### config.mk
export PLATFORM = sky130hd
export DESIGN_NAME = h264_rtp_packetizer
export DESIGN_NICKNAME = d
export VERILOG_FILES = /design/src/hdl/h264rtp_pkg.sv /design/src/hdl/h264_rtp_packetizer.sv
export SDC_FILE = /design/constraint.sdc
export NUM_CORES = 1
export LEC_CHECK = 0
export BUFFER_PORTS_ARGS = -buffer_cell sky130_fd_sc_hd__buf_2
export CAP_MARGIN = 20
export CORE_MARGIN = 1.5
export CORE_UTILIZATION = 59
export CTS_CLUSTER_DIAMETER = 50
export CTS_CLUSTER_SIZE = 14
export DETAILED_ROUTE_END_ITERATION = 8
export PLACE_DENSITY = 0.79
export SKIP_CTS_REPAIR_TIMING = 1
export SYNTH_ARGS = -nofsm -noshare
export SYNTH_HDL_FRONTEND = slang
export SYNTH_SLANG_ARGS = --single-unit
### constraint.sdc
create_clock -name clk -period 14.15 [get_ports clk]
set_input_delay 0.7075 -clock clk [delete_from_list [all_inputs] [get_ports clk]]
set_output_delay 0.7075 -clock clk [all_outputs]
set_load 0.02 [all_outputs]
### src/hdl/h264rtp_pkg.sv
// Shared types and constants of the H.264 RTP packetizer.
// No dependencies; used by the top level and its checker.
`timescale 1ns / 1ps

package h264rtp_pkg;

	localparam int DEF_BUFFER_BYTES  = 65536;
	localparam int DEF_MAX_FRAGMENTS = 64;

	localparam int MP_W     = 11;
	localparam int PT_W     = 7;
	localparam int SSRC_W   = 32;
	localparam int TS_W     = 32;
	localparam int BYTE_W   = 8;
	localparam int OFF_W    = 16;
	localparam int LEN_W    = 11;
	localparam int SEQ_W    = 16;

	localparam int CFG_ADDR_W  = 2;
	localparam int CFG_DATA_W  = 32;
	localparam int IN_TDATA_W  = 40;
	localparam int OUT_TDATA_W = 144;
	localparam int OUT_TUSER_W = 2;

	// configuration register indexes
	localparam logic [CFG_ADDR_W-1:0] REG_MAX_PAYLOAD  = 2'd0;
	localparam logic [CFG_ADDR_W-1:0] REG_PAYLOAD_TYPE = 2'd1;
	localparam logic [CFG_ADDR_W-1:0] REG_STREAM_SSRC  = 2'd2;

	localparam logic [MP_W-1:0]   MP_RESET   = 11'd1400;
	localparam logic [MP_W-1:0]   MP_MIN     = 11'd16;
	localparam logic [MP_W-1:0]   MP_MAX     = 11'd1500;
	localparam logic [PT_W-1:0]   PT_RESET   = 7'd96;
	localparam logic [SSRC_W-1:0] SSRC_RESET = 32'd10;

	localparam logic [7:0] RTP_V2         = 8'h80;
	localparam logic [4:0] NAL_TYPE_SLICE = 5'd1;
	localparam logic [4:0] NAL_TYPE_IDR   = 5'd5;
	localparam logic [4:0] NAL_TYPE_FU_A  = 5'd28;

	// tuser bits of a result item
	localparam int TU_FRAG = 0;
	localparam int TU_ERR  = 1;

	// result tdata, header word in the lowest bits
	typedef struct packed {
		logic [4:0]        pad;
		logic [LEN_W-1:0]  len;
		logic [OFF_W-1:0]  off;
		logic [7:0]        fu;
		logic [7:0]        lead;
		logic [SSRC_W-1:0] ssrc;
		logic [TS_W-1:0]   ts;
		logic [31:0]       hdr;
	} out_data_t;

endpackage

### src/hdl/h264_rtp_packetizer.sv
// H.264 Annex B to RTP packet descriptor generator, top level.
// Depends on h264rtp_pkg.
`timescale 1ns / 1ps

// Usage
// - Input channel s_*: one Annex B byte per item; s_tlast marks the last byte of a
//   buffer. The buffer timestamp rides with every byte and is taken at byte 0.
// - Output channel m_*: one RTP packet descriptor per item (header word,
//   timestamp, SSRC, lead byte, FU header, payload offset and length); m_tlast
//   marks the final item of a unit, m_tuser flags fragment and oversize error.
// - Configuration: write cfg_wdata to register cfg_addr while cfg_we is high,
//   only while no unit is being turned into items.
// Timing
// - Bytes flow at one per cycle while the sequencer is idle.
// - A closing byte stalls the input while the sequencer walks the unit on its
//   one shared subtractor: SETUP for a single packet, SETUP and CHECK for an
//   oversize error, SETUP, CHECK and FRAG for fragments; more if m_tready is low.
// - The first item is loaded into the output register from SETUP for a single
//   packet, from CHECK for an oversize error and from FRAG for fragments.
// - The output register holds its item while m_tready is low; the next byte
//   is still taken when the sequencer is idle.
// Reset
// - arst_n clears the scanner, the sequence number and the output valid, and
//   loads the register defaults (payload limit 1400, type 96, SSRC 10).
module h264_rtp_packetizer #(
	parameter int BUFFER_BYTES  = h264rtp_pkg::DEF_BUFFER_BYTES,
	parameter int MAX_FRAGMENTS = h264rtp_pkg::DEF_MAX_FRAGMENTS
) (
	input  logic                                 clk,
	input  logic                                 arst_n,
	input  logic                                 cfg_we,
	input  logic [h264rtp_pkg::CFG_ADDR_W-1:0]   cfg_addr,
	input  logic [h264rtp_pkg::CFG_DATA_W-1:0]   cfg_wdata,
	input  logic                                 s_tvalid,
	output logic                                 s_tready,
	// data_byte [7:0], frame_timestamp [39:8]
	input  logic [h264rtp_pkg::IN_TDATA_W-1:0]   s_tdata,
	input  logic                                 s_tlast,
	output logic                                 m_tvalid,
	input  logic                                 m_tready,
	// header_word [31:0], timestamp_out [63:32], ssrc_out [95:64],
	// lead_byte [103:96], fu_header_byte [111:104], payload_offset [127:112],
	// payload_length [138:128], zero [143:139]
	output logic [h264rtp_pkg::OUT_TDATA_W-1:0]  m_tdata,
	output logic                                 m_tlast,
	// is_fragment [0], oversize_error [1]
	output logic [h264rtp_pkg::OUT_TUSER_W-1:0]  m_tuser
);
	import h264rtp_pkg::*;

	localparam int POS_W  = $clog2(BUFFER_BYTES);
	localparam int CNT_W  = $clog2(MAX_FRAGMENTS + 1);
	localparam int PROD_W = MP_W + CNT_W;
	localparam int SUB_W  = ((POS_W > PROD_W) ? POS_W : PROD_W) + 1;
	localparam logic [POS_W-1:0] POS_LAST = POS_W'(BUFFER_BYTES - 1);

	// sequencer states
	localparam logic [1:0] ST_IDLE  = 2'd0;
	localparam logic [1:0] ST_SETUP = 2'd1;
	localparam logic [1:0] ST_CHECK = 2'd2;
	localparam logic [1:0] ST_FRAG  = 2'd3;

	// configuration registers
	logic [MP_W-1:0]   max_payload_q;
	logic [PT_W-1:0]   payload_type_q;
	logic [SSRC_W-1:0] stream_ssrc_q;

	// start-code scanner
	logic [23:0]       recent_q;
	logic [POS_W-1:0]  pos_q;
	logic              inside_q;
	logic [POS_W-1:0]  unit_start_q;
	logic [7:0]        unit_header_q;
	logic              hdr_pend_q;
	logic              slice_q;
	logic [TS_W-1:0]   ts_q;

	// sequencer and its working registers
	logic [1:0]        state_q;
	logic [SEQ_W-1:0]  seq_q;
	logic [POS_W-1:0]  em_start_q;
	logic [7:0]        em_header_q;
	logic [POS_W-1:0]  rem_q;
	logic [MP_W-1:0]   chunk_q;
	logic [PROD_W-1:0] prod_q;
	logic [OFF_W-1:0]  off_q;
	logic              first_q;

	// output register
	logic                   m_tvalid_q;
	out_data_t              out_data_q;
	logic                   out_last_q;
	logic [OUT_TUSER_W-1:0] out_user_q;

	logic [BYTE_W-1:0] in_byte;
	logic [TS_W-1:0]   in_ts;
	logic              in_acc;
	logic              is_last;
	logic              is_code;
	logic              close_code;
	logic              close_last;
	logic [POS_W:0]    len_code;
	logic [POS_W:0]    len_last;
	logic [POS_W-1:0]  unit_len;
	logic              emit_go;

	logic [MP_W-1:0]   mp_clamp;
	logic [MP_W-1:0]   chunk_next;
	logic [PROD_W-1:0] prod_next;
	logic [OFF_W-1:0]  first_off;
	logic [SUB_W-1:0]  sub_a;
	logic [SUB_W-1:0]  sub_b;
	logic [SUB_W-1:0]  sub_d;
	logic              sub_neg;
	logic              sub_zero;
	logic              out_free;
	logic              frag_last;
	logic [LEN_W-1:0]  piece;
	logic              ld_single;
	logic              ld_error;
	logic              ld_frag;
	logic              ld_any;
	logic [SEQ_W-1:0]  seq_next;
	out_data_t              out_next;
	logic                   out_last_next;
	logic [OUT_TUSER_W-1:0] out_user_next;

	assign in_byte = s_tdata[BYTE_W-1:0];
	assign in_ts   = s_tdata[BYTE_W +: TS_W];
	assign s_tready = (state_q == ST_IDLE);
	assign in_acc  = s_tvalid & s_tready;

	// A byte at the last buffer index counts as the end of the buffer.
	assign is_last = s_tlast | (pos_q >= POS_LAST);
	assign is_code = (recent_q == '0) & (in_byte == 8'h01);

	// A start code ends an open non-slice unit; the end of the buffer ends
	// whatever unit is still open, the one whose header byte this is included.
	assign close_code = ~hdr_pend_q & is_code & inside_q & ~slice_q;
	assign close_last = is_last & inside_q & ~close_code;

	assign len_code = {1'b0, pos_q} - (POS_W+1)'(3) - {1'b0, unit_start_q};
	assign len_last = {1'b0, pos_q} + (POS_W+1)'(1) - {1'b0, unit_start_q};
	assign unit_len = close_code ? len_code[POS_W-1:0] : len_last[POS_W-1:0];

	// An empty unit (start code over its header byte) gives nothing.
	assign emit_go = in_acc & (close_code | close_last) & (unit_len != '0);

	// Configuration writes
	always_ff @(posedge clk or negedge arst_n) begin
		if (!arst_n) begin
			max_payload_q  <= MP_RESET;
			payload_type_q <= PT_RESET;
			stream_ssrc_q  <= SSRC_RESET;
		end else if (cfg_we) begin
			unique case (cfg_addr)
				REG_MAX_PAYLOAD:  max_payload_q  <= cfg_wdata[MP_W-1:0];
				REG_PAYLOAD_TYPE: payload_type_q <= cfg_wdata[PT_W-1:0];
				REG_STREAM_SSRC:  stream_ssrc_q  <= cfg_wdata[SSRC_W-1:0];
				default: ;
			endcase
		end
	end

	// Scanner: track the last three bytes, the buffer position and the open unit
	always_ff @(posedge clk or negedge arst_n) begin
		if (!arst_n) begin
			recent_q      <= '1;
			pos_q         <= '0;
			inside_q      <= 1'b0;
			unit_start_q  <= '0;
			unit_header_q <= '0;
			hdr_pend_q    <= 1'b0;
			slice_q       <= 1'b0;
			ts_q          <= '0;
		end else if (in_acc) begin
			if (pos_q == '0) begin
				ts_q <= in_ts;
			end
			if (hdr_pend_q) begin
				// Slices run to the end of the buffer.
				unit_header_q <= in_byte;
				slice_q       <= (in_byte[4:0] == NAL_TYPE_SLICE) ||
				                 (in_byte[4:0] == NAL_TYPE_IDR);
			end
			if (is_last) begin
				inside_q   <= 1'b0;
				hdr_pend_q <= 1'b0;
				recent_q   <= '1;
				pos_q      <= '0;
			end else begin
				if (hdr_pend_q) begin
					hdr_pend_q <= 1'b0;
				end else if (is_code && (!inside_q || !slice_q)) begin
					// Open a unit unless a slice swallows the start code; a
					// start code that closes a unit opens the next at once.
					unit_start_q <= pos_q + POS_W'(1);
					inside_q     <= 1'b1;
					hdr_pend_q   <= 1'b1;
				end
				recent_q <= {recent_q[15:0], in_byte};
				pos_q    <= pos_q + POS_W'(1);
			end
		end
	end

	// Clamp the payload limit into its legal range.
	always_comb begin
		priority if (max_payload_q < MP_MIN) begin
			mp_clamp = MP_MIN;
		end else if (max_payload_q > MP_MAX) begin
			mp_clamp = MP_MAX;
		end else begin
			mp_clamp = max_payload_q;
		end
	end

	assign chunk_next = mp_clamp - MP_W'(2);
	assign prod_next  = PROD_W'(chunk_next) * PROD_W'(MAX_FRAGMENTS);
	assign first_off  = OFF_W'((POS_W+1)'(em_start_q) + (POS_W+1)'(1));

	// Shared subtractor: remaining bytes against the payload limit (single or
	// not), the fragment budget (oversize or not) and one fragment (last or not).
	always_comb begin
		sub_a = SUB_W'(rem_q);
		unique case (state_q)
			ST_SETUP:         sub_b = SUB_W'(mp_clamp);
			ST_CHECK:         sub_b = SUB_W'(prod_q);
			ST_IDLE, ST_FRAG: sub_b = SUB_W'(chunk_q);
		endcase
	end

	assign sub_d    = sub_a - sub_b;
	assign sub_neg  = sub_d[SUB_W-1];
	assign sub_zero = (sub_d == '0);

	assign out_free  = ~m_tvalid_q | m_tready;
	assign frag_last = sub_neg | sub_zero;
	assign piece     = frag_last ? LEN_W'(rem_q) : chunk_q;

	assign ld_single = (state_q == ST_SETUP) & sub_neg & out_free;
	assign ld_error  = (state_q == ST_CHECK) & ~sub_neg & ~sub_zero & out_free;
	assign ld_frag   = (state_q == ST_FRAG) & out_free;
	assign ld_any    = ld_single | ld_error | ld_frag;
	assign seq_next  = seq_q + SEQ_W'(1);

	// Result assembly
	always_comb begin
		out_next      = '0;
		out_next.ts   = ts_q;
		out_next.ssrc = stream_ssrc_q;
		out_last_next = 1'b1;
		out_user_next = '0;
		unique case (state_q)
			ST_CHECK: begin
				// oversize: no packet, sequence number untouched
				out_next.lead          = em_header_q;
				out_next.off           = OFF_W'(em_start_q);
				out_user_next[TU_ERR]  = 1'b1;
			end
			ST_FRAG: begin
				out_next.hdr           = {RTP_V2, frag_last, payload_type_q, seq_next};
				out_next.lead          = {em_header_q[7:5], NAL_TYPE_FU_A};
				out_next.fu            = {first_q, frag_last, 1'b0, em_header_q[4:0]};
				out_next.off           = off_q;
				out_next.len           = piece;
				out_last_next          = frag_last;
				out_user_next[TU_FRAG] = 1'b1;
			end
			ST_IDLE, ST_SETUP: begin
				out_next.hdr  = {RTP_V2, 1'b1, payload_type_q, seq_next};
				out_next.lead = em_header_q;
				out_next.off  = first_off;
				out_next.len  = LEN_W'(rem_q);
			end
		endcase
	end

	// Sequencer control
	always_ff @(posedge clk or negedge arst_n) begin
		if (!arst_n) begin
			state_q    <= ST_IDLE;
			seq_q      <= '0;
			m_tvalid_q <= 1'b0;
		end else begin
			if (ld_any) begin
				m_tvalid_q <= 1'b1;
			end else if (m_tready) begin
				m_tvalid_q <= 1'b0;
			end
			if (ld_single || ld_frag) begin
				seq_q <= seq_next;
			end
			unique case (state_q)
				ST_IDLE: begin
					if (emit_go) begin
						state_q <= ST_SETUP;
					end
				end
				ST_SETUP: begin
					// hold here until the single packet finds the output free
					if (!sub_neg) begin
						state_q <= ST_CHECK;
					end else if (ld_single) begin
						state_q <= ST_IDLE;
					end
				end
				ST_CHECK: begin
					if (!sub_neg && !sub_zero) begin
						if (ld_error) begin
							state_q <= ST_IDLE;
						end
					end else begin
						state_q <= ST_FRAG;
					end
				end
				ST_FRAG: begin
					if (ld_frag && frag_last) begin
						state_q <= ST_IDLE;
					end
				end
			endcase
		end
	end

	// Sequencer datapath
	always_ff @(posedge clk) begin
		if (emit_go) begin
			em_start_q  <= unit_start_q;
			em_header_q <= hdr_pend_q ? in_byte : unit_header_q;
			rem_q       <= unit_len - POS_W'(1);
		end
		if (state_q == ST_SETUP) begin
			chunk_q <= chunk_next;
			prod_q  <= prod_next;
			off_q   <= first_off;
			first_q <= 1'b1;
		end
		if (ld_frag) begin
			first_q <= 1'b0;
			off_q   <= off_q + OFF_W'(piece);
			rem_q   <= sub_d[POS_W-1:0];
		end
		if (ld_any) begin
			out_data_q <= out_next;
			out_last_q <= out_last_next;
			out_user_q <= out_user_next;
		end
	end

	assign m_tvalid = m_tvalid_q;
	assign m_tdata  = out_data_q;
	assign m_tlast  = out_last_q;
	assign m_tuser  = out_user_q;

endmodule

Word level (Yosys, flattened, before mapping)
Index checks and enable logic that the tools add are counted.

Bits in registers: 378. Bits of input ports: 80. Logic and storage cells: 149. Output and inout bits: 149.

Equality and inequality tests: 13. Reductions and logical operators: 31. Bitwise logic cells: 28. Mux-type cells: 33. Add/sub/neg operators: 11. Magnitude comparators: 3.

Operators with widths (count): 16-bit 2-to-1 mux (6); 16-bit by 1-bit adder with 16-bit output, second input constant (4); 32-bit one-hot mux with 2 select lines (1); 19-bit one-hot mux with 3 select lines (1); 16-bit one-hot mux with 3 select lines (1); 11-bit 2-to-1 mux (3); 16-bit subtractor (2); 24-bit zero test (1); 24-bit 2-to-1 mux (1); 11-bit one-hot mux with 2 select lines (1); 19-bit zero test (1); 16-bit by 19-bit subtractor with 19-bit output (1); 16-bit by 11-bit adder with 16-bit output (1); 16-bit greater-or-equal comparator, second input constant (1); 16-bit zero test (1); 8-bit one-hot mux with 2 select lines (1); 16-bit nonzero test (1); 16-bit by 1-bit subtractor with 16-bit output, second input constant (1); 16-bit by 2-bit subtractor with 16-bit output, second input constant (1); 1-bit bitwise AND (15); 2-bit 2-to-1 mux (6); 11-bit > comparator, second input constant (1); 11-bit by 5-bit less-than comparator with 1-bit output, second input constant (1); 11-bit by 2-bit subtractor with 11-bit output, second input constant (1); other kinds (22) (65).

Logic depth before layout (Yosys ltp)
Depth in word-level cells: 12. Gate-level depth with buffers: 31. Gate-level depth less buffers: 29.

Least setup slack after synthesis
OpenSTA, ideal clock, no wires.

Path type: register -> register. Start: reg state_q[1]. End: reg out_data_q (netlist bit m_tdata[0]) (enable). Setup time: 0.630 ns. Data required time: 13.520 ns. Buffers on the path: 5. Cell stages (with the launch flop): 20. Slack: 4.007 ns. Period minus slack after synthesis: 10.143 ns. Data arrival time: 9.513 ns. Cell sequence: dfrtp_1 > inv_1 > ha_1 > clkbuf_1 > clkbuf_1 > a221oi_1 > a21o_1 > ha_1 > clkbuf_1 > a21o_1 > or4_1 > o221ai_1 > mux2i_1 > nor4_1 > nand4_1 > nand2b_1 > buf_4 > buf_6 > o21a_1 > nor2_1.

Word-level cells in the longest chain between the ends: 10. Elaborated cells on any way between the ends: 18. Those cells by class: add/sub (1); eq/ne (3); mux (1); bitwise (10); reduce/logical (3).

RTL lines: start, declared (RTL line h264_rtp_packetizer.sv:79) `logic [1:0] state_q;`; start signal, assigned (RTL line h264_rtp_packetizer.sv:282) `state_q <= ST_IDLE;`; start signal, assigned (RTL line h264_rtp_packetizer.sv:297) `state_q <= ST_SETUP;`; start signal, assigned (RTL line h264_rtp_packetizer.sv:303) `state_q <= ST_CHECK;`; 2-bit == test or 2-bit zero test (tied branches) (RTL line h264_rtp_packetizer.sv:226, h264_rtp_packetizer.sv:243); 2-bit OR reduction (RTL line h264_rtp_packetizer.sv:226) `unique case (state_q)`; 19-bit one-hot mux with 3 select lines (RTL line h264_rtp_packetizer.sv:226); 16-bit by 19-bit subtractor with 19-bit output (RTL line h264_rtp_packetizer.sv:233) `assign sub_d = sub_a - sub_b;`; 19-bit zero test or 1-bit inverter (tied branches) (RTL line h264_rtp_packetizer.sv:235, h264_rtp_packetizer.sv:242); 1-bit inverter or 1-bit bitwise AND (tied branches) (RTL line h264_rtp_packetizer.sv:242) `assign ld_error = (state_q == ST_CHECK) & ~sub_neg & ~sub_zero & out_free;`; 1-bit bitwise AND (2 in a row) (RTL line h264_rtp_packetizer.sv:242); 1-bit OR (RTL line h264_rtp_packetizer.sv:244) `assign ld_any = ld_single | ld_error | ld_frag;`; 1-bit OR * (RTL line h264_rtp_packetizer.sv:244); via ld_any (RTL line h264_rtp_packetizer.sv:122) `logic ld_any;`; end signal, assigned (RTL line h264_rtp_packetizer.sv:345) `out_data_q <= out_next;`; end, declared (RTL line h264_rtp_packetizer.sv:91) `out_data_t out_data_q;`.

The timed path passes the listed nets; every way through them passes the cells marked *. The select of a mux whose other input is x is not followed. A chain may end at the register's enable or synchronous reset.

Final worst setup path
Start: reg state_q[1]. End: reg off_q[14], data pin.

Word-level cells in the longest chain between the ends: 9. Elaborated cells on any way between the ends: 13. Those cells by class: add/sub (2); eq/ne (3); mux (3); bitwise (2); reduce/logical (3).

RTL lines: 2-bit == test or 2-bit zero test (tied branches) (RTL line h264_rtp_packetizer.sv:226, h264_rtp_packetizer.sv:243); 2-bit OR reduction (RTL line h264_rtp_packetizer.sv:226); 19-bit one-hot mux with 3 select lines (RTL line h264_rtp_packetizer.sv:226); 16-bit by 19-bit subtractor with 19-bit output (RTL line h264_rtp_packetizer.sv:233); 19-bit zero test (RTL line h264_rtp_packetizer.sv:235) `assign sub_zero = (sub_d == '0);`; 1-bit OR (RTL line h264_rtp_packetizer.sv:238) `assign frag_last = sub_neg | sub_zero;`; 11-bit 2-to-1 mux (RTL line h264_rtp_packetizer.sv:239) `assign piece = frag_last ? LEN_W'(rem_q) : chunk_q;`; 16-bit by 11-bit adder with 16-bit output (RTL line h264_rtp_packetizer.sv:341) `off_q <= off_q + OFF_W'(piece);`; 16-bit 2-to-1 mux * (RTL line h264_rtp_packetizer.sv:339) `if (ld_frag) begin`; end signal, assigned (RTL line h264_rtp_packetizer.sv:336) `off_q <= first_off;`; end signal, assigned (RTL line h264_rtp_packetizer.sv:341); end, declared (RTL line h264_rtp_packetizer.sv:86) `logic [OFF_W-1:0] off_q;`.

Every way passes the cells marked *; elsewhere a longest branch is shown, timed or not. The select of a mux whose other input is x is not followed.

==> out/results.ini <==
[status]
status=complete, no violations

[global_routing]
track_usage_pct=26.3
grt_pass1_wl_um=70500
grt_pass1_vias=13700
gr-total-overflow=0
grt_max_degree=93
antenna_found_initial=1

[timing]
worst_pin_slew_ps=1010
slew-limit-headroom_pct=31.9
worst_slack_ps=6720
skew_ps=48.4
max_freq_mhz=135
fin_setup_tns_ps=0
maxSlewViolCount=0
finalCritPeriodShare_pct=52.5
period_needed_ps=7430
rsz0062_at_grt=false
hold_viol=0
final-setup-viol-count=0

[cts]
numCtsBuffers=41
htree_levels=2
numClockSinks=370
clock_latency_ps=560
cts_tree=yes
clockBufferDepth=3
root_buffer=clkbuf_16
clk_pin_slew_ps=60

[layout]
final_net_count=2105
final_common_cell=buf_2
layout_common_cells=buf_2, edfxtp_1, nand2_1
drive_gt1_share_pct=23.6
diodes=0
syn2layout_area_growth_pct=15.2
final_area_mm2=0.0223
stdcell_count=2400

[place]
place_inst=2324
io_buffer_count=215
place_hpwl_um=32200
gp_congestion=0.892
dpl_cell_area_mm2=0.0208
place_ws_ps=6880

[worst_setup_path]
critPathLaunchType=flip-flop
path_max_fanout=29
crit_arrival_ps=7710
reg2reg_from=state_q[1]
rr_worst_depth=28
required_ps=14430
cp-end-kind=flip-flop
cp-startpoint=state_q[1]
critPathMaxStageDelay_ps=600
critical_path_class=flip-flop to flip-flop
slowest_stage=nand2b_1

[synthesis]
ys_async_sr_fraction_pct=45.4
synth_seq_cells=370
netlist_area_mm2=0.0193
synth_cell_types=82
ys.flop_type=edfxtp_1
synth_edf_count=201
syn_inst=1714
ys_seq_area_share_pct=53.3
yosys_warnings=0
syn_avg_cell_area_um2=11.3

[pwr]
seq_power_share_pct=37.2
leakagePower_nw=9.28
pwr-share-clk_pct=22.8
peakVddDrop_v=0.000146
p_comb_share_pct=39.9
internal_power_mw=2.96
power_mw=4.78
p_per_area_mw_per_mm2=215
p_sw_share_pct=38.2
p_sw_mw=1.83

[floorplanning]
fp.dieW_um=184
start_util_pct=59.7
coreArea_mm2=0.0324
num_rows=66
dieHeight_um=184
dieArea_mm2=0.0338
ios=229

[drt]
ant_nets=0
route.detailed.drc=0
vias=13800
drt-pass1-iter-count=5
vias_per_cell=5.75
drt-total-wl_um=44700
drtIter0Drc=837
routedWlPerCell_um=18.6

[flow_run]
cap_violations=0

[worst_hold_path]
hold_class=primary input to asynchronous set/reset pin

-- power groups by stage --
| stage | Clock (mW) | Sequential (mW) | Combinational [mW] |
|---|---|---|---|
| detailed placement | 0 | 1.80 | 1.89 |
| global placement | 0 | 1.78 | 1.86 |
| floorplan | 0 | 1.95 | 1.20 |
| CTS | 1.11 | 1.78 | 1.90 |
| finish | 1.09 | 1.78 | 1.91 |
| global route | 1.15 | 1.82 | 2.09 |
-- per-layer routing --
metal  share of wire (%)  up-vias  track usage [%]
li1                    -     6568                -
met1                  43     6706             34.7
met2                  48      446             44.4
met3                 6.4       89             4.22
met4                 2.9        0             8.82
met5                   0        -            0.296
-- critical path, delay by kind of cell, from the launching register on --
family | cells | cell delay [ps]
XOR/XNOR | 2 | 310
adder cells (fa/ha/maj) | 4 | 1070
multiplexers | 2 | 490
buffers and inverters | 3 | 760
AND/OR/NAND/NOR | 6 | 1920
flip-flops | 1 | 450
AO/OA/AOI/OAI | 11 | 2140
-- flip-flops by register name, summed over array words and instances (netlist names), 8 cells and up --
signal and count:
off_q 16, pos_q 16, m_tdata 131, max_payload_q 11, unit_start_q 16, recent_q 24
ts_q 32, stream_ssrc_q 32, unit_header_q 8, em_start_q 16, chunk_q 11, seq_q 16
em_header_q 8, rem_q 16
-- synth_stat cells (all sizes together), types with 18 or more instances --
cell	count	area, um^2
xnor2	87	762
and3	23	144
xor2	38	333
o21ai	124	621
and2	18	113
nor3	30	173
edfxtp	201	6040
dfrtp	134	3350
nor2	115	432
dfstp	34	893
clkbuf	58	218
buf	19	140
mux2	112	1260
ha	95	1190
inv	89	334
a21oi	88	444
nor4	18	165
a21o	18	135
mux2i	19	190
nand3	28	140
nand2	163	612
-- area by class of cell --
class                      instances  area, um^2
timing repair buffer             234        1220
tap                              442         553
multi-input combinational       1190        8400
inverter                          89         334
clock buffer                      60        1220
fill                            2369       10100
sequential                       370       10300
clock inverter                    15         213
-- path summary, 6_finish.rpt --
path / slack (ps) / endpoint
worst max-delay path: 6720 / off_q[14]
worst min-delay path: 280 / pos_q[6]
worst max register to register: 6720 / off_q[14]
worst min register to register: 420 / m_tdata[102]
max in group asynchronous: 12380 / seq_q[4]
min in group clk: 370 / stream_ssrc_q[14]
-- cell families after synthesis --
logic type	after synthesis	synth area share, %
mux	131	7.51
compound gates	359	11.6
other cells	1	0.0194
flops	370	53.3
fa+ha+maj	99	6.57
simple gates	463	11.7
buf+inv	166	3.58
xor+xnor	125	5.67
-- metrics by stage --
stage / utilization, % / hold WS (ps)
global placement: 64.3 / 403
floorplan: - / 400
CTS: 68.7 / 304
global route: 68.7 / 344
finish: 68.7 / 279
detailed placement: 64.3 / 405
Power figures use the tool's default switching activity.
